File: src/rtl/core/wwg_ram.sv
// Generic single-write, single-read RAM with registered read-first data.
module wwg_ram #(
   parameter int WIDTH = 8,
   parameter int DEPTH = 256
) (
   input  logic                                   clock,
   input  logic                                   wr_en,
   input  logic [(DEPTH > 1 ? $clog2(DEPTH) : 1)-1:0] wr_addr,
   input  logic [WIDTH-1:0]                       wr_data,
   input  logic [(DEPTH > 1 ? $clog2(DEPTH) : 1)-1:0] rd_addr,
   output logic [WIDTH-1:0]                       rd_data
);

   logic [WIDTH-1:0] mem [DEPTH];
   logic [WIDTH-1:0] rd_data_ff;

   always_ff @(posedge clock) begin
      if (wr_en) begin
         mem[wr_addr] <= wr_data;
      end
      rd_data_ff <= mem[rd_addr];
   end

   assign rd_data = rd_data_ff;

endmodule

File: config.mk
export PLATFORM = sky130hd
export DESIGN_NAME = wwg_ram
export DESIGN_NICKNAME = d
export VERILOG_FILES = /design/src/rtl/core/wwg_ram.sv
export SDC_FILE = /design/constraint.sdc
export NUM_CORES = 2
export LEC_CHECK = 0
export ABC_CLOCK_PERIOD_IN_PS = 2410
export BUFFER_PORTS_ARGS = -buffer_cell sky130_fd_sc_hd__buf_4
export CORE_MARGIN = 5
export CORE_UTILIZATION = 45
export DETAILED_ROUTE_END_ITERATION = 8
export GPL_TIMING_DRIVEN = 0
export PLACE_DENSITY = 0.66
export SYNTH_ARGS = -nofsm -noshare
export SYNTH_HDL_FRONTEND = slang
export SYNTH_SLANG_ARGS = --single-unit
File: constraint.sdc
create_clock -name clock -period 2.41 [get_ports clock]
set_input_delay 0.1205 -clock clock [delete_from_list [all_inputs] [get_ports clock]]
set_output_delay 0.1205 -clock clock [all_outputs]
set_load 0.005 [all_outputs]
======== After elaboration in Yosys (flattened, before gate mapping) ========
Memories as Yosys holds them, arrays and structs flattened. A register that Yosys moved wholly into a read port is not among the register bits.
Index checks and enable logic that the tools add are counted.
storage, ports and cells
  flip-flop bits (word level) ............. 0
  memories ................................ 1
  memory bits (writable) .................. 2048
  logic and storage cells ................. 3
  input port bits ......................... 26
operators by class
  muxes and demuxes ....................... 2
memory list
  name  depth  bits a word  read ports  clocked after memory_dff  write ports  line  source
  mem   256    8            1           1                         1            14    logic [WIDTH-1:0] mem [DEPTH];
operators by type and width
  cell              count
  1-bit 2-to-1 mux  2

======== Depth between registers and ports, before layout ========
  word-level depth ........................ 2
  depth in mapped cells ................... 11

======== Worst setup path before layout ========
OpenSTA, ideal clock, no wires.
  kind .................................... input to register
  start ................................... input port rd_addr[0] (netlist bit)
  end ..................................... register rd_data_ff[2] (netlist: rd_data[2]), read port of mem
  path slack .............................. 352 ps
  arrival time ............................ 1927 ps
  path buffers ............................ 4
  stages on the path ...................... 9
  required time ........................... 2279 ps
  setup time .............................. 131 ps
  cell sequence ........................... buf_6 > buf_12 > buf_8 > buf_2 > mux4_2 > a22oi_1 > a21oi_1 > nor4_1 > nor4_2
RTL lines
  item             line  source
  start, declared  10    input logic [(DEPTH > 1 ? $clog2(DEPTH) : 1)-1:0] rd_addr,
  end, declared    15    logic [WIDTH-1:0] rd_data_ff;

==> impl_summary.txt <==
----------------------------------------------------
[Global routing]
  Busiest layer in global routing ... met2
  Met1 track demand over resource in global routing ... 0.3339
  Initial antenna violation count ... 16
  Met2 GRT Util ... 0.3739
  Congestion Overflow GR ... 0
  Via count of the first global-routing pass ... 40510
  M3 GR Usage ... 0.07234
  Largest net degree at the start of global routing ... 165
  Wire length of the first global-routing pass ... 323000 µm
  Global routing usage summed across all routing layers ... 0.2515

[Synth]
  Post-Synthesis Net Count ... 3759
  Number of enable flip-flop cells after synthesis ... 2048
  Number of warning messages in the yosys log ... 0
  Number of library cell types mapped by synthesis ... 55
  Share of the yosys chip area belonging to registers ... 0.7750
  Most area-consuming cells after synthesis ... sky130_fd_sc_hd__edfxtp_1 77%, sky130_fd_sc_hd__mux4_2 13%, sky130_fd_sc_hd__mux2i_1 1.7%, sky130_fd_sc_hd__nor2_1 1.3%, sky130_fd_sc_hd__a22oi_1 1.3%
  Synthesized area per cell ... 21.31 µm²
  Synthesized flop and latch total ... 2056
  Cell type with the highest aggregate area in the netlist ... sky130_fd_sc_hd__edfxtp_1
  Top post-synthesis cells by count ... 2048 x sky130_fd_sc_hd__edfxtp_1, 454 x sky130_fd_sc_hd__mux4_2, 282 x sky130_fd_sc_hd__nor2_1
  Most numerous cell in the Yosys netlist ... sky130_fd_sc_hd__edfxtp_1
  Netlist area before placement ... 0.07956 mm²
  Main flop type after synthesis ... sky130_fd_sc_hd__edfxtp_1
  Async S/R FF share, synth ... 0
  Yosys top cell area share ... 0.7730
  Gate Count Post-Synth ... 3733

[Detailed routing]
  Vias per cell ... 6.409
  Number of detailed-route iterations in the first pass ... 6
  Mean routed wirelength per cell ... 36.12 µm
  Antenna violation net count after detailed routing ... 0
  Drt first-iter violations ... 6882
  Via count ... 41840
  DRT Wirelength ... 235800 µm
  Number of remaining DRC errors ... 0

[Timing]
  Worst slew margin relative to its limit ... -0.1037
  Highest clock rate ... 371.7 MHz
  Least setup slack across all paths after layout ... -0.2804 ns
  Fin. max-slew vios ... 11
  Count of final hold-check violations ... 0
  Minimum period implied by the final worst setup slack ... 2.690 ns
  Worst hold margin ... 0.2097 ns
  Worst clock skew ... 0.02366 ns
  Setup violators final ... 250
  Setup repair after global routing missed its margin ... yes
  Post-route clock period utilization ... 1.116
  Worst Max-Slew Pin Slew ... 1.656 ns

[Die]
  Core Region ... 0.1759 mm²
  Initial cell density of the core ... 0.4522
  Row count ... 154
  Chip width ... 430.5 µm
  I/O Pins ... 34
  DIE HEIGHT ... 430.5 µm
  Die footprint ... 0.1853 mm²

[Worst setup path]
  Setup crit end kind ... flip-flop
  Sort of element at the start of the critical path ... input port
  Required time worst endpoint ... 3.09 ns
  Largest fanout of any net on the critical path ... 10
  Data arrival time of the worst path ... 3.37 ns
  Critical path start-end classification ... in2reg

[Hold path]
  Min-delay worst type ... in2reg

[CTS]
  Clk_lat worst skew ... 0.83 ns
  Maximum buffer depth of the clock tree ... 3
  Clock transition time at the flip-flop clock pins of the worst setup and hold paths ... 0.06 ns
  TritonCTS Buffers ... 201
  H-tree Lvls ... 4
  Root buf cell ... sky130_fd_sc_hd__clkbuf_16
  Clock Sinks ... 2056
  TritonCTS clock tree ... done

[Placement]
  Post-place instance area ... 0.08307 mm²
  Final weighted congestion in routability-driven placement ... 0.9556
  Sum of net half-perimeters after detailed placement ... 156200 µm
  DP Cell Count ... 6114
  Number of port buffers ... 26

[Power]
  Internal power component ... 58170 µW
  Part of the power in combinational logic ... 0.060
  Fraction of power consumed by sequential logic ... 0.528
  Fraction of power spent switching nets ... 0.2208
  Net Switching ... 16490 µW
  VDD IR max ... 765.5 µV
  Fraction of power consumed by the clock network ... 0.412
  PwrDens ... 819.3 mW/mm²
  Static leakage ... 0.02795 µW

[Layout]
  Final net count ... 4044
  Final non-filler cell total ... 6528
  Final design utilization ... 0.5180
  Layout cell share with drive strength beyond 1 ... 0.2872
  Layout Area Growth over Synthesis ... 14.55%
  Filler cells ... 13480
  Post-route cell area ... 0.09113 mm²

[Job]
  Max cap viols ... 1

[Status]
  Failing checks ... capacitance limit, slew limit, setup timing
  Result of the run ... finished, violations left

----------------------------------------------------
## metal layers
layer / vias to the layer above / routed length, µm
met4: 10 / 15050
li1: 16320 / -
met5: - / 253
met3: 587 / 28580
met1: 21940 / 84720
met2: 2988 / 107200
## cells by family (layout without fill, tap and decap cells)
group,after synthesis,in the layout,share of synthesized area
flops,2056,2056,0.7750
mux,591,591,0.1462
simple gates,466,466,0.02628
compound gates,385,385,0.03419
buf+inv,235,684,0.01831
other cells,0,6,0
## final timing paths
check	startpoint	end	slack, ns	cells after the start
setup / recovery	rd_addr[1]	rd_data[1]$_DFF_P_	-0.28	9
hold / removal	wr_addr[4]	mem[116][1]$_DFFE_PP_	0.21	3
setup reg to reg	mem[43][5]$_DFFE_PP_	rd_data[5]$_DFF_P_	-0.07	6
hold reg to reg	mem[104][2]$_DFFE_PP_	rd_data[2]$_DFF_P_	1.26	6
## cell usage in the layout, fill, tap and decap left out, types with 9 or more instances in the layout
| cell | n |
|---|---|
| sky130_fd_sc_hd__edfxtp_1 | 2048 |
| sky130_fd_sc_hd__mux4_2 | 454 |
| sky130_fd_sc_hd__clkbuf_16 | 205 |
| sky130_fd_sc_hd__nor2_1 | 154 |
| sky130_fd_sc_hd__mux2i_1 | 134 |
| sky130_fd_sc_hd__a22oi_1 | 133 |
| sky130_fd_sc_hd__nor2_2 | 113 |
| sky130_fd_sc_hd__clkbuf_1 | 98 |
| sky130_fd_sc_hd__buf_4 | 96 |
| sky130_fd_sc_hd__a21oi_1 | 78 |
| sky130_fd_sc_hd__o221ai_1 | 44 |
| sky130_fd_sc_hd__clkinv_1 | 40 |
| sky130_fd_sc_hd__clkbuf_2 | 38 |
| sky130_fd_sc_hd__buf_2 | 37 |
| sky130_fd_sc_hd__nand3_1 | 34 |
| sky130_fd_sc_hd__nand2_1 | 32 |
| sky130_fd_sc_hd__nor2b_1 | 30 |
| sky130_fd_sc_hd__clkinv_2 | 28 |
| sky130_fd_sc_hd__o22ai_1 | 27 |
| sky130_fd_sc_hd__buf_8 | 24 |
| sky130_fd_sc_hd__buf_6 | 21 |
| sky130_fd_sc_hd__nor4_4 | 21 |
| sky130_fd_sc_hd__clkbuf_4 | 18 |
| sky130_fd_sc_hd__a21oi_2 | 17 |
| sky130_fd_sc_hd__nor2_4 | 15 |
| sky130_fd_sc_hd__bufinv_16 | 15 |
| sky130_fd_sc_hd__a211oi_1 | 13 |
| sky130_fd_sc_hd__nor3_1 | 10 |
| sky130_fd_sc_hd__nand4_1 | 10 |
| sky130_fd_sc_hd__o211ai_1 | 10 |
| sky130_fd_sc_hd__o21ai_0 | 10 |
| sky130_fd_sc_hd__nor3_2 | 9 |
| sky130_fd_sc_hd__a221oi_1 | 9 |
| sky130_fd_sc_hd__buf_16 | 9 |
## through the flow
| step | setup slack (ns) | setup TNS, ns | power, µW |
|---|---|---|---|
| floorplan | 0.3516 | 0 | 42120 |
| global route | -0.1367 | -0.2635 | 76370 |
| CTS | -0.1720 | -8.384 | 74660 |
| global placement | -2.528 | -2107.82 | 44250 |
| finish | -0.2804 | -14.79 | 74660 |
| detailed placement | -2.539 | -1388.49 | 44310 |
## power groups by stage
stage,sequential (µW),combinational [µW],clock [µW]
after detailed placement,40200,4110,0
after CTS,39400,4350,30900
after floorplan,40200,1910,0
final,39400,4470,30700
after global routing,39400,4530,32400
after global placement,40300,3980,0
## what timing repair did
action / 4_1_cts / 5_1_grt
pin swaps: 28 / 3
cloned: 0 / 0
endpoints found under the hold margin: 915 / 0
setup endpoints to repair: 955 / 840
buffers inserted: 33 / 1
hold buffers: 8 / 0
resized for setup: 295 / 94
## final cells by class
| type | count | area (µm²) | share of cell area |
|---|---|---|---|
| antenna | 6 | 15.01 | 0.0001648 |
| sequential | 2056 | 61660 | 0.6766 |
| clock buffer | 262 | 5374 | 0.05897 |
| timing repair buffer | 84 | 908.4 | 0.009967 |
| multi-input combinational | 1442 | 17560 | 0.1927 |
| inverter | 2 | 7.507 | 0.00008238 |
| tap | 2340 | 2928 | 0.03213 |
| buffer | 231 | 1654 | 0.01815 |
| clock inverter | 105 | 1026 | 0.01126 |
## critical path, cell delays in order
cell	delay [ns]
sky130_fd_sc_hd__buf_2	0.17
sky130_fd_sc_hd__buf_4	0.28
sky130_fd_sc_hd__buf_2	0.42
sky130_fd_sc_hd__buf_2	0.50
sky130_fd_sc_hd__mux4_2	0.41
sky130_fd_sc_hd__a22oi_1	0.49
sky130_fd_sc_hd__a21oi_1	0.20
sky130_fd_sc_hd__nor4_4	0.61
sky130_fd_sc_hd__nor4_4	0.14
## state kept, by name, indices dropped and copies added, names as in the netlist
signal,flops
rd_data,8
mem,2048
(Power assumes the default switching activity.)
