$ cat src/rtl/core/wwg_pkg.sv
// Shared types and constants for the Wireworld generation stencil.
package wwg_pkg;

   typedef logic [1:0] cell_type;
   typedef logic [7:0] group_type;

   typedef struct packed {
      group_type bot;
      group_type mid;
      group_type top;
   } column_type;

   localparam cell_type WW_EMPTY = 2'd0;
   localparam cell_type WW_WIRE  = 2'd1;
   localparam cell_type WW_HEAD  = 2'd2;
   localparam cell_type WW_TAIL  = 2'd3;

   localparam logic REG_WIDTH_GROUPS = 1'b0;
   localparam logic REG_GRID_ROWS    = 1'b1;

   localparam int WIDTH_W = 9;
   localparam int ROWS_W  = 13;

   localparam logic [WIDTH_W-1:0] WIDTH_RESET = 9'd256;
   localparam logic [ROWS_W-1:0]  ROWS_RESET  = 13'd4096;

   localparam int FIFO_DEPTH = 8;
   localparam int FIFO_PTR_W = 3;
   localparam int FIFO_CNT_W = 4;

endpackage

$ cat src/rtl/core/wwg_lane.sv
// One cell lane: next Wireworld state from a 3x3 neighbourhood.
module wwg_lane (
   input  logic [5:0]        top,  // left, centre, right cells, lowest bits first
   input  logic [5:0]        mid,
   input  logic [5:0]        bot,
   output wwg_pkg::cell_type next_cell
);
   import wwg_pkg::*;

   logic [3:0] heads;
   cell_type   cur;

   always_comb begin
      heads = 4'd0;
      for (int k = 0; k < 3; k++) begin
         heads = heads + {3'd0, (cell_type'(top[2*k +: 2]) == WW_HEAD)};
         heads = heads + {3'd0, (cell_type'(bot[2*k +: 2]) == WW_HEAD)};
      end
      heads = heads + {3'd0, (cell_type'(mid[1:0]) == WW_HEAD)};
      heads = heads + {3'd0, (cell_type'(mid[5:4]) == WW_HEAD)};
   end

   assign cur = mid[3:2];

   always_comb begin
      case (cur)
         WW_HEAD: next_cell = WW_TAIL;
         WW_TAIL: next_cell = WW_WIRE;
         WW_WIRE: next_cell = (heads == 4'd1 || heads == 4'd2) ? WW_HEAD : WW_WIRE;
         default: next_cell = WW_EMPTY;
      endcase
   end

endmodule

$ cat src/rtl/core/wwg_group.sv
// Four cell lanes side by side, merged into one packed next-state group.
module wwg_group (
   input  wwg_pkg::column_type left,
   input  wwg_pkg::column_type centre,
   input  wwg_pkg::column_type right,
   output wwg_pkg::group_type  next_group
);
   import wwg_pkg::*;

   logic [23:0] strip_top;
   logic [23:0] strip_mid;
   logic [23:0] strip_bot;
   cell_type    lane_out [4];

   assign strip_top = {right.top, centre.top, left.top};
   assign strip_mid = {right.mid, centre.mid, left.mid};
   assign strip_bot = {right.bot, centre.bot, left.bot};

   for (genvar i = 0; i < 4; i++) begin : g_lane
      // centre cell sits at position four plus lane in the twelve-cell strip
      wwg_lane u_lane (
         .top       (strip_top[2*i+6 +: 6]),
         .mid       (strip_mid[2*i+6 +: 6]),
         .bot       (strip_bot[2*i+6 +: 6]),
         .next_cell (lane_out[i])
      );
   end

   assign next_group = {lane_out[3], lane_out[2], lane_out[1], lane_out[0]};

endmodule

$ cat config.mk
export PLATFORM = sky130hd
export DESIGN_NAME = wwg_group
export DESIGN_NICKNAME = d
export VERILOG_FILES = /design/src/rtl/core/wwg_pkg.sv /design/src/rtl/core/wwg_lane.sv /design/src/rtl/core/wwg_group.sv
export SDC_FILE = /design/constraint.sdc
export NUM_CORES = 1
export LEC_CHECK = 0
export ABC_AREA = 1
export BUFFER_PORTS_ARGS = -buffer_cell sky130_fd_sc_hd__buf_2
export CAP_MARGIN = 25
export CORE_UTILIZATION = 38
export DETAILED_ROUTE_END_ITERATION = 6
export PLACE_DENSITY = 0.88
export SYNTH_ARGS = -nofsm -noshare
export SYNTH_HDL_FRONTEND = slang
export SYNTH_SLANG_ARGS = --single-unit
$ cat constraint.sdc
create_clock -name vclk -period 3.4
set_input_delay 0.34 -clock vclk [all_inputs]
set_output_delay 0.34 -clock vclk [all_outputs]
set_load 0.05 [all_outputs]
==> Word level (Yosys, flattened, before mapping) <==
Cells that the tools add are included.
{ "word_totals": {"out_inout_bits": 8, "input_bits": 72, "word_cells": 74, "regBits": 0} }
{ "classes": {"reduce_logical": 4, "eq_ne": 34, "muxes": 8, "addsub": 28} }
{ "ops": {"columns": ["op", "count"], "rows": [
  ["adder 4 x 1 -> 4 bit", 24],
  ["== test 2 bit, second input constant", 22],
  ["one-hot mux 2 bit (3 select lines)", 4],
  ["== test 4 x 1 -> 1 bit, second input constant", 4],
  ["== test 4 x 2 -> 1 bit, second input constant", 4],
  ["adder 1 x 1 -> 2 bit", 4],
  ["== test 2 x 1 -> 1 bit, second input constant", 4],
  ["two-way mux 2 bit", 4],
  ["logical OR 1 bit", 4]
]} }

==> Logic depth before layout (Yosys ltp) <==
Gate-level depths: netlist (run 1).
{ "logic_depth": {"depth_word": 12, "ltp_mapped": 16, "mapped_depth_nobuf": 16} }

==> Cells and area by module <==
A second synthesis (run 1) with hierarchy kept.
{ "hier_totals": {"hier_cells": 192, "area_unflattened_um2": 1106.1} }
{ "by_module_without_submodules": {"columns": ["mod", "area_each_um2", "seq_area_each_um2", "instances", "cells_each"], "rows": [
  ["wwg_lane", 276.5, 0.0, 4, 48]
]} }

==> Worst setup path after synthesis (run 1) <==
Ideal clock, no wire load.
{ "synth_path": {"path_type": "in2out", "startpoint": "input port centre[5] (netlist name)", "endpoint": "output port next_group[7]", "t_required_ps": 3060, "setup_slack_ps": -293, "stages": 15, "arrival_ps": 3353, "n_path_buf": 0, "cell_sequence": "inv_1 nor2_1 ha_1 inv_1 fa_1 inv_1 fa_1 fa_1 inv_1 fa_1 nand2_1 nand2_1 nor2_2 nand3_1 nand2_1"} }
{ "synth_between": {"elab_chain_cells": 12, "word_cells_on_any_way": 13, "classes_between": "7 x add/sub; 3 x eq/ne; 2 x mux; 1 x reduce/logical"} }
{ "synth_rtl": {"columns": ["element", "line_no", "text"], "rows": [
  ["start: declaration", "wwg_group.sv:4", "input wwg_pkg::column_type centre,"],
  ["== test 2 bit (*)", "wwg_lane.sv:16", "heads = heads + {3'd0, (cell_type'(top[2*k +: 2]) == WW_HEAD)};"],
  ["adder 1 x 1 -> 2 bit (*)", "wwg_lane.sv:17", "heads = heads + {3'd0, (cell_type'(bot[2*k +: 2]) == WW_HEAD)};"],
  ["adder 4 x 1 -> 4 bit (*)", "wwg_lane.sv:16", null],
  ["adder 4 x 1 -> 4 bit (*)", "wwg_lane.sv:17", null],
  ["adder 4 x 1 -> 4 bit (*)", "wwg_lane.sv:16", null],
  ["adder 4 x 1 -> 4 bit (*)", "wwg_lane.sv:17", null],
  ["adder 4 x 1 -> 4 bit (*)", "wwg_lane.sv:19", "heads = heads + {3'd0, (cell_type'(mid[1:0]) == WW_HEAD)};"],
  ["adder 4 x 1 -> 4 bit (*)", "wwg_lane.sv:20", "heads = heads + {3'd0, (cell_type'(mid[5:4]) == WW_HEAD)};"],
  ["== test 4 x 1 -> 1 bit or == test 4 x 2 -> 1 bit (tied branches)", "wwg_lane.sv:29", "WW_WIRE: next_cell = (heads == 4'd1 || heads == 4'd2) ? WW_HEAD : WW_WIRE;"],
  ["logical OR 1 bit (*)", "wwg_lane.sv:29", null],
  ["two-way mux 2 bit (*)", "wwg_lane.sv:29", null],
  ["one-hot mux 2 bit (3 select lines) (*)", "wwg_lane.sv:26", "case (cur)"],
  ["end: declaration", "wwg_group.sv:6", "output wwg_pkg::group_type next_group"]
]} }
Mark *: on every way between the ends. The rest lies on a longest branch, timed or not.

==> Final worst setup path (run 1) <==
{ "layout_path": {"startpoint": "input port left[7] (netlist name)", "endpoint": "output port next_group[1]"} }
{ "layout_between": {"elab_chain_cells": 12, "word_cells_on_any_way": 13, "classes_between": "7 x add/sub; 3 x eq/ne; 2 x mux; 1 x reduce/logical"} }
{ "layout_rtl": {"columns": ["element", "line_no", "text"], "rows": [
  ["start: declaration", "wwg_group.sv:3", "input wwg_pkg::column_type left,"],
  ["== test 2 bit (*)", "wwg_lane.sv:16", null],
  ["adder 1 x 1 -> 2 bit (*)", "wwg_lane.sv:17", null],
  ["adder 4 x 1 -> 4 bit (*)", "wwg_lane.sv:16", null],
  ["adder 4 x 1 -> 4 bit (*)", "wwg_lane.sv:17", null],
  ["adder 4 x 1 -> 4 bit (*)", "wwg_lane.sv:16", null],
  ["adder 4 x 1 -> 4 bit (*)", "wwg_lane.sv:17", null],
  ["adder 4 x 1 -> 4 bit (*)", "wwg_lane.sv:19", null],
  ["adder 4 x 1 -> 4 bit (*)", "wwg_lane.sv:20", null],
  ["== test 4 x 1 -> 1 bit or == test 4 x 2 -> 1 bit (tied branches)", "wwg_lane.sv:29", null],
  ["logical OR 1 bit (*)", "wwg_lane.sv:29", null],
  ["two-way mux 2 bit (*)", "wwg_lane.sv:29", null],
  ["one-hot mux 2 bit (3 select lines) (*)", "wwg_lane.sv:26", null]
]} }
Marked as above.

==> impl_metrics.env, run 1 <==
export IMPL_grt_use_total=0.2084
export IMPL_ioPinCount=80
export IMPL_wl_per_cell_um=10.54
export IMPL_drt_antenna_violating_nets=0
export IMPL_p_per_area_mw_per_mm2=297.0
export IMPL_synth_commonest_cells="60 x inv_1, 44 x nand2_1, 22 x nor2_1, 16 x fa_1, 12 x ha_1"
export IMPL_yosys_area_share_simple=0.3033
export IMPL_firstDrtPassIters=3
export IMPL_design_seq_count=0
export IMPL_status="finished with violations"
export IMPL_start_kind="primary input"
export IMPL_max_freq_ghz=0.2693
export IMPL_violations="setup timing"
export IMPL_die_y_um=53.68
export IMPL_post_route_period_util=1.092
export IMPL_hpwlAfterDp_mm=1.911
export IMPL_synthCells=167
export IMPL_p_leak_nw=1.016
export IMPL_die_x_um=53.68
export IMPL_syn2layout_area_growth_pct=71.89
export IMPL_layout_drive_gt1_share=0.4760
export IMPL_grt_pass1_vias=1188
export IMPL_min_period_ps=3713
export IMPL_place_congestion=0.7335
export IMPL_critPathBufInv=6
export IMPL_num_vias=1142
export IMPL_synth_compound_area_frac=0
export IMPL_fillerInstances=186
export IMPL_crit_family="adder cells"
export IMPL_synth_top_cell_area_share=0.3157
export IMPL_syn_area_per_cell_sq_um=6.076
export IMPL_hold_end="next_group[6]"
export IMPL_ir_worst_vdd_mv=0.2558
export IMPL_clkbuf_count=0
export IMPL_seq_area_frac_synth=0
export IMPL_antenna_found_initial=0
export IMPL_final_util=0.6977
export IMPL_crit_path_max_fanout=2
export IMPL_slowest_delay_ps=470
export IMPL_cap_violations=0
export IMPL_setup_viol=8
export IMPL_synth_mux_area_frac=0
export IMPL_hp_class="in2out"
export IMPL_syn_area_sq_mm=0.001015
export IMPL_core_sq_mm=0.002500
export IMPL_final_max_slew_viol_count=0
export IMPL_ff_latch_area_sq_um=0
export IMPL_synth_top_family_by_area="adder cells"
export IMPL_cp_arrival_ps=3370
export IMPL_drt_iter0_drc=6
export IMPL_drc=0
export IMPL_synth_cell_type_count=10
export IMPL_whs_ps=1029
export IMPL_ys_top_cells_by_area="fa_1 32%, inv_1 22%, nand2_1 16%"
export IMPL_critPathSlowestCell="fa_1"
export IMPL_endpoint_kind="primary output"
export IMPL_path_cells="buf_6 -> inv_2 -> nor2_1 -> ha_1 -> inv_2 -> fa_1 -> inv_1 -> fa_1 -> fa_2 -> inv_2 -> fa_1 -> nand2_1 -> nand2_2 -> nor2_4 -> nand3b_1 -> nand2_4 -> buf_8"
export IMPL_synth_warning_count=0
export IMPL_grt_max_degree=4
export IMPL_slew_headroom=0.8163
export IMPL_cp_required_ps=3060
export IMPL_yosys_area_share_xor_xnor=0
export IMPL_grt_ovfl_total=0
export IMPL_initial_core_util=0.4059
export IMPL_drt_wl_total_mm=2.729
export IMPL_diodes=0
export IMPL_rows=18
export IMPL_syn_nets=267
export IMPL_portBuffers=44
export IMPL_rsz0062_at_grt="yes"
export IMPL_fin_ws_ps=-313.0
export IMPL_synth_most_common_cell="inv_1"
export IMPL_multiInputGateArea_sq_um=960.9
export IMPL_fin_cells=259
export IMPL_holdPathStages=4
export IMPL_yosysTopAreaCell="fa_1"
export IMPL_dieArea_sq_mm=0.002881
export IMPL_worstMarginPinSlew_ps=274.5
export IMPL_grt_first_pass_wirelength_mm=4.464
export IMPL_hold_violations=0
export IMPL_min_from="centre[14]"
export IMPL_synth_adder_area_share=0.4636
export IMPL_nNetsFinal=331
export IMPL_dpl_cell_count=255
export IMPL_via_per_inst=4.409
export IMPL_p_total_uw=518.0
export IMPL_critPathKind="in2out"
metal layers:
metal / wire length [um] / global-route usage / part of all wire
met1: 1045 / 0.2076 / 0.38
met2: 1539 / 0.4650 / 0.56
met3: 110 / 0.008475 / 0.040
met4: 34 / 0.01754 / 0.012
met5: 0 / 0 / 0
logic make-up after synthesis:
kind of cell  count (synthesis)
buf+inv                      63
simple gates                 76
fa+ha+maj                    28
area by class of cell:
type	instances	share of cell area
multi-input combinational	104	0.5509
timing repair buffer	62	0.2891
inverter	63	0.1385
tap	30	0.02152
placed cells by master (no fill, tap or decap):
cell type and instances:
buf_2 25, buf_4 18, buf_6 11, buf_8 8, clkinv_1 2, fa_1 12
fa_2 4, ha_1 9, ha_4 3, inv_1 47, inv_2 12, inv_4 2
nand2_1 31, nand2_2 5, nand2_4 8, nand3_1 2, nand3_2 2, nand3b_1 2
nor2_1 15, nor2_2 4, nor2_4 7
stage by stage:
stage	setup TNS (ps)	instance area [sq um]	setup WS (ps)
CTS	-1640	1712	-252.8
finish	-1783	1744	-313.0
global route	-2871	1744	-435.2
global placement	-2244	1503	-339.3
floorplan	-3.520	1140	-3.520
detailed placement	-2495	1503	-364.6
how the worst max path moves through the flow:
stage | from | endpoint | slack [ps] | cells past startpoint
floorplan | centre[5] | next_group[6] | -4 | 16
global placement | centre[1] | next_group[3] | -340 | 16
detailed placement | left[23] | next_group[1] | -360 | 17
CTS | left[7] | next_group[1] | -250 | 17
global route | left[23] | next_group[1] | -440 | 17
finish | left[7] | next_group[1] | -310 | 17
power breakdown:
| part | internal, mW | switching (mW) | leakage (nW) |
|---|---|---|---|
| Clock | 0 | 0 | 0 |
| Sequential | 0 | 0 | 0 |
| Combinational | 0.220 | 0.298 | 1.02 |
timing repair:
action,4_1_cts,5_1_grt
resized for setup,49,5
buffers inserted,2,2
endpoints found under the setup margin,8,8
hold buffers,0,0
pin swaps,18,11
Power figures use the tool's default switching activity.
==> run 2, diff against run 1 <==
Settings changed: REMOVE_ABC_BUFFERS set to 1.
==> impl_metrics.env, run 2 (synthesized netlist as in run 1, its figures left out) <==
export IMPL_fin_ws_ps=-223.7
export IMPL_critPathMostFrequentCell="nand2_1"
export IMPL_firstDrtPassIters=4
export IMPL_initial_core_util=0.4059
export IMPL_rows=18
export IMPL_p_int_uw=188.8
export IMPL_ioPinCount=80
export IMPL_hpwlAfterDp_mm=1.794
export IMPL_start_kind="primary input"
export IMPL_dieArea_sq_mm=0.002881
export IMPL_mostFrequentLayoutCell="inv_1"
export IMPL_multiInputGateArea_sq_um=878.3
export IMPL_core_sq_mm=0.002500
export IMPL_antenna_found_initial=0
export IMPL_portBuffers=44
export IMPL_hold_violations=0
export IMPL_diodes=0
export IMPL_nNetsFinal=331
export IMPL_grt_use_total=0.1685
export IMPL_critPathBufInv=6
export IMPL_final_cell_mix="48 x inv_1, 44 x nand2_1, 27 x buf_2"
export IMPL_fin_setup_tns_ps=-1362
export IMPL_worstMarginPinSlew_ps=271.5
export IMPL_num_vias=1100
export IMPL_max_freq_ghz=0.2760
export IMPL_p_leak_nw=0.9809
export IMPL_p_seq_frac=0
export IMPL_grt_ovfl_total=0
export IMPL_p_comb_frac=1.000
export IMPL_critPathKind="in2out"
export IMPL_via_per_inst=4.247
export IMPL_die_y_um=53.68
export IMPL_setup_viol=8
export IMPL_crit_path_max_fanout=2
export IMPL_post_route_period_util=1.066
export IMPL_rsz0062_at_grt="yes"
export IMPL_wl_per_cell_um=8.575
export IMPL_clkbuf_count=0
export IMPL_drt_wl_total_mm=2.221
export IMPL_cap_violations=0
export IMPL_syn2layout_area_growth_pct=59.56
export IMPL_cp_arrival_ps=3280
export IMPL_layout_drive_gt1_share=0.4148
export IMPL_final_max_slew_viol_count=0
export IMPL_design_seq_count=0
export IMPL_cp_required_ps=3060
export IMPL_status="finished with violations"
export IMPL_fillerInstances=226
export IMPL_endpoint_kind="primary output"
export IMPL_violations="setup timing"
export IMPL_die_x_um=53.68
export IMPL_whs_ps=1027
export IMPL_slowest_delay_ps=530
export IMPL_drc=0
export IMPL_p_switching_uw=251.1
export IMPL_p_clk_frac=0
export IMPL_slew_headroom=0.8183
export IMPL_drt_antenna_violating_nets=0
export IMPL_path_cells="buf_6 -> nor2_4 -> buf_4 -> inv_1 -> fa_1 -> inv_1 -> fa_1 -> fa_2 -> inv_2 -> fa_1 -> nand2_1 -> nand2_1 -> nor2_2 -> nand2_1 -> nand2_1 -> nand2_1 -> buf_6"
export IMPL_grt_first_pass_wirelength_mm=3.726
export IMPL_p_sw_frac=0.5708
export IMPL_min_period_ps=3624
export IMPL_place_congestion=0.7805
export IMPL_grt_pass1_vias=1045
export IMPL_grt_max_degree=4
export IMPL_p_per_area_mw_per_mm2=271.7
export IMPL_drt_iter0_drc=9
export IMPL_ff_latch_area_sq_um=0
export IMPL_critPathSlowestCell="fa_1"
export IMPL_ir_worst_vdd_mv=0.2587
export IMPL_crit_family="adder cells"
export IMPL_hp_class="in2out"
==> run 2: power groups by stage <==
stage	clock network, mW	logic, mW	registers [mW]
detailed placement	0	0.376	0
finish	0	0.440	0
floorplan	0	0.287	0
CTS	0	0.432	0
global route	0	0.502	0
global placement	0	0.363	0
==> run 2: timing repair <==
| item | in CTS | in global routing |
|---|---|---|
| setup buffers | 3 | 2 |
| endpoints found under the setup margin | 8 | 8 |
| cloned | 0 | 0 |
| hold buffers | 0 | 0 |
| gates resized for setup | 54 | 7 |
| pin swaps | 29 | 8 |
==> run 2: worst paths after layout <==
| check | from | to | cells after the start |
|---|---|---|---|
| max | centre[18] | next_group[0] | 17 |
| min | centre[14] | next_group[6] | 4 |
==> run 2: through the flow <==
stage	utilization	instance area, sq um	std cells	power (mW)	setup WS (ps)
floorplan	-	1015	167	0.2875	-293.1
global placement	0.5480	1370	254	0.3631	-411.6
detailed placement	0.5480	1370	254	0.3764	-442.7
CTS	0.6316	1579	257	0.4317	-203.0
global route	0.6476	1619	259	0.5022	-399.6
finish	0.6476	1619	259	0.4399	-223.7
==> run 2: area by class of cell <==
class	instances	share of cell area
inverters	63	0.1492
repair buffers	62	0.2852
multi-input cells	104	0.5425
well taps	30	0.02318
==> run 2: tightest hold or removal path: cells and delay by family <==
kind	cells	cell delay (ps)
simple gates	2	110
buf+inv	2	240
==> run 2: metal layers <==
metal  vias to the layer above  global-route usage  part of all wire
li1                        583                   -                 -
met4                         0             0.01754                 0
met5                         -                   0                 0
met1                       489              0.1738              0.39
met3                         0            0.005650             0.026
met2                        28              0.3683              0.58
==> run 3, diff against run 2 <==
Settings changed: ABC_AREA 1 to unset, CORE_UTILIZATION 38 to 37, PLACE_DENSITY 0.88 to 0.89.
==> impl_metrics.env, run 3 <==
export IMPL_drt_antenna_violating_nets=0
export IMPL_num_vias=942
export IMPL_portBuffers=44
export IMPL_via_per_inst=4.758
export IMPL_synth_most_common_cell="inv_1"
export IMPL_multiInputGateArea_sq_um=973.4
export IMPL_pre_cts_ws_ps=-579.3
export IMPL_yosysTopAreaCell="fa_1"
export IMPL_status="finished with violations"
export IMPL_post_route_period_util=1.077
export IMPL_use_met2=0.4786
export IMPL_slew_headroom=0.7867
export IMPL_violations="setup timing"
export IMPL_design_seq_count=0
export IMPL_hpwlAfterDp_mm=1.848
export IMPL_rows=17
export IMPL_synth_mux_area_frac=0
export IMPL_grt_first_pass_wirelength_mm=4.195
export IMPL_fin_ws_ps=-261.9
export IMPL_syn_area_sq_um=919.6
export IMPL_max_freq_ghz=0.2731
export IMPL_grt_use_total=0.2113
export IMPL_ys_top_cells_by_area="fa_1 35%, ha_1 16%, inv_1 11%"
export IMPL_synth_top_family_by_area="adder cells"
export IMPL_mostFrequentLayoutCell="buf_4"
export IMPL_grt_pass1_vias=1038
export IMPL_nNetsFinal=272
export IMPL_drt_iter0_drc=7
export IMPL_top_usage_layer="met2"
export IMPL_hold_violations=0
export IMPL_synth_commonest_cells="27 x inv_1, 16 x fa_1, 15 x nor2b_1, 12 x ha_1, 7 x nor2_1"
export IMPL_cp_arrival_ps=3320
export IMPL_layout_drive_gt1_share=0.5765
export IMPL_synth_warning_count=0
export IMPL_final_cell_mix="25 x buf_4, 24 x buf_2, 21 x inv_1"
export IMPL_use_met1=0.2077
export IMPL_fillerInstances=172
export IMPL_final_max_slew_viol_count=0
export IMPL_ff_latch_area_sq_um=0
export IMPL_worstMarginPinSlew_ps=319.3
export IMPL_crit_path_max_fanout=2
export IMPL_min_period_ps=3662
export IMPL_dpl_cell_count=195
export IMPL_initial_core_util=0.4041
export IMPL_wl_per_cell_um=12.56
export IMPL_dieArea_sq_mm=0.002689
export IMPL_cap_violations=0
export IMPL_core_sq_mm=0.002276
export IMPL_rsz0062_at_grt="yes"
export IMPL_firstDrtPassIters=4
export IMPL_yosys_area_share_xor_xnor=0.03810
export IMPL_seq_area_frac_synth=0
export IMPL_place_congestion=0.7294
export IMPL_syn_area_per_cell_sq_um=8.843
export IMPL_ir_worst_vdd_mv=0.2476
export IMPL_grt_max_degree=4
export IMPL_hp_class="in2out"
export IMPL_p_per_area_mw_per_mm2=310.7
export IMPL_grt_ovfl_total=0
export IMPL_clkbuf_count=0
export IMPL_synth_adder_area_share=0.5116
export IMPL_diodes=0
export IMPL_start_kind="primary input"
export IMPL_setup_viol=8
export IMPL_synth_top_cell_area_share=0.3483
export IMPL_p_leak_nw=0.8250
export IMPL_synth_compound_area_frac=0.1415
export IMPL_yosys_area_share_simple=0.1986
export IMPL_use_met3=0.002924
export IMPL_cp_required_ps=3060
export IMPL_endpoint_kind="primary output"
export IMPL_syn2layout_area_growth_pct=75.51
export IMPL_drc=0
export IMPL_synthCells=104
export IMPL_antenna_found_initial=0
export IMPL_die_x_um=51.86
export IMPL_die_y_um=51.86
export IMPL_ioPinCount=80
export IMPL_drt_wl_total_mm=2.487
export IMPL_synth_cell_type_count=18
export IMPL_critPathKind="in2out"
export IMPL_fin_cells=198
export IMPL_p_total_uw=501.5
==> run 3: cell types whose count changed in the layout (fill, tap and decap cells not counted), sizes merged, moves of 4 or more <==
cell   delta
nor2     -19
inv      -34
a31oi     +4
nor2b    +17
nand2    -41
buf       +4
==> run 3: timing repair <==
item | in CTS | in global routing
pin swaps | 24 | 5
endpoints found under the setup margin | 8 | 8
hold buffers | 0 | 0
setup buffers | 3 | 1
gates cloned | 0 | 0
resized for setup | 55 | 5
==> run 3: path summary, 6_finish.rpt <==
kind / start / to / slack [ps] / cells after the start
hold / removal: centre[14] / next_group[6] / 1080 / 3
setup / recovery: centre[4] / next_group[7] / -260 / 15
==> run 3: cell families after synthesis <==
family          count (synthesis)
fa+ha+maj                      28
xor+xnor                        4
simple gates                   31
buf+inv                        27
compound gates                 14
==> run 3: stage by stage <==
stage                     hold slack (ps)  instance area (sq um)    util  setup TNS [ps]
after global placement               1105                   1318  0.5789           -3298
after detailed placement             1103                   1318  0.5789           -3607
after global routing                 1095                   1614  0.7092           -2329
final                                1076                   1614  0.7092           -1546
after floorplan                     945.1                  919.6       -           -4580
after CTS                            1080                   1590  0.6987           -1352
==> run 3: routing by layer <==
layer | vias up | routed length, um
met2 | 37 | 1524
met4 | 0 | 22
met3 | 4 | 97
met5 | - | 0
met1 | 442 | 843
li1 | 459 | -
==> run 3: area by class of cell <==
class	count	area share
tap	28	0.02171
timing repair buffer	66	0.3093
inverter	27	0.06589
multi-input combinational	77	0.6031
==> run 3: report_power, final <==
part	switching, mW	total (mW)	internal, mW
clock	0	0	0
combinational	0.268	0.501	0.234
sequential	0	0	0
==> run 3: worst max-delay path: stages <==
cell,delay [ps]
buf_6,60
nand2b_4,120
inv_4,40
ha_4,250
inv_2,30
fa_1,460
inv_1,50
fa_1,470
fa_2,390
inv_2,70
fa_1,450
xnor2_2,160
nand3_1,90
o21ai_1,160
buf_6,180
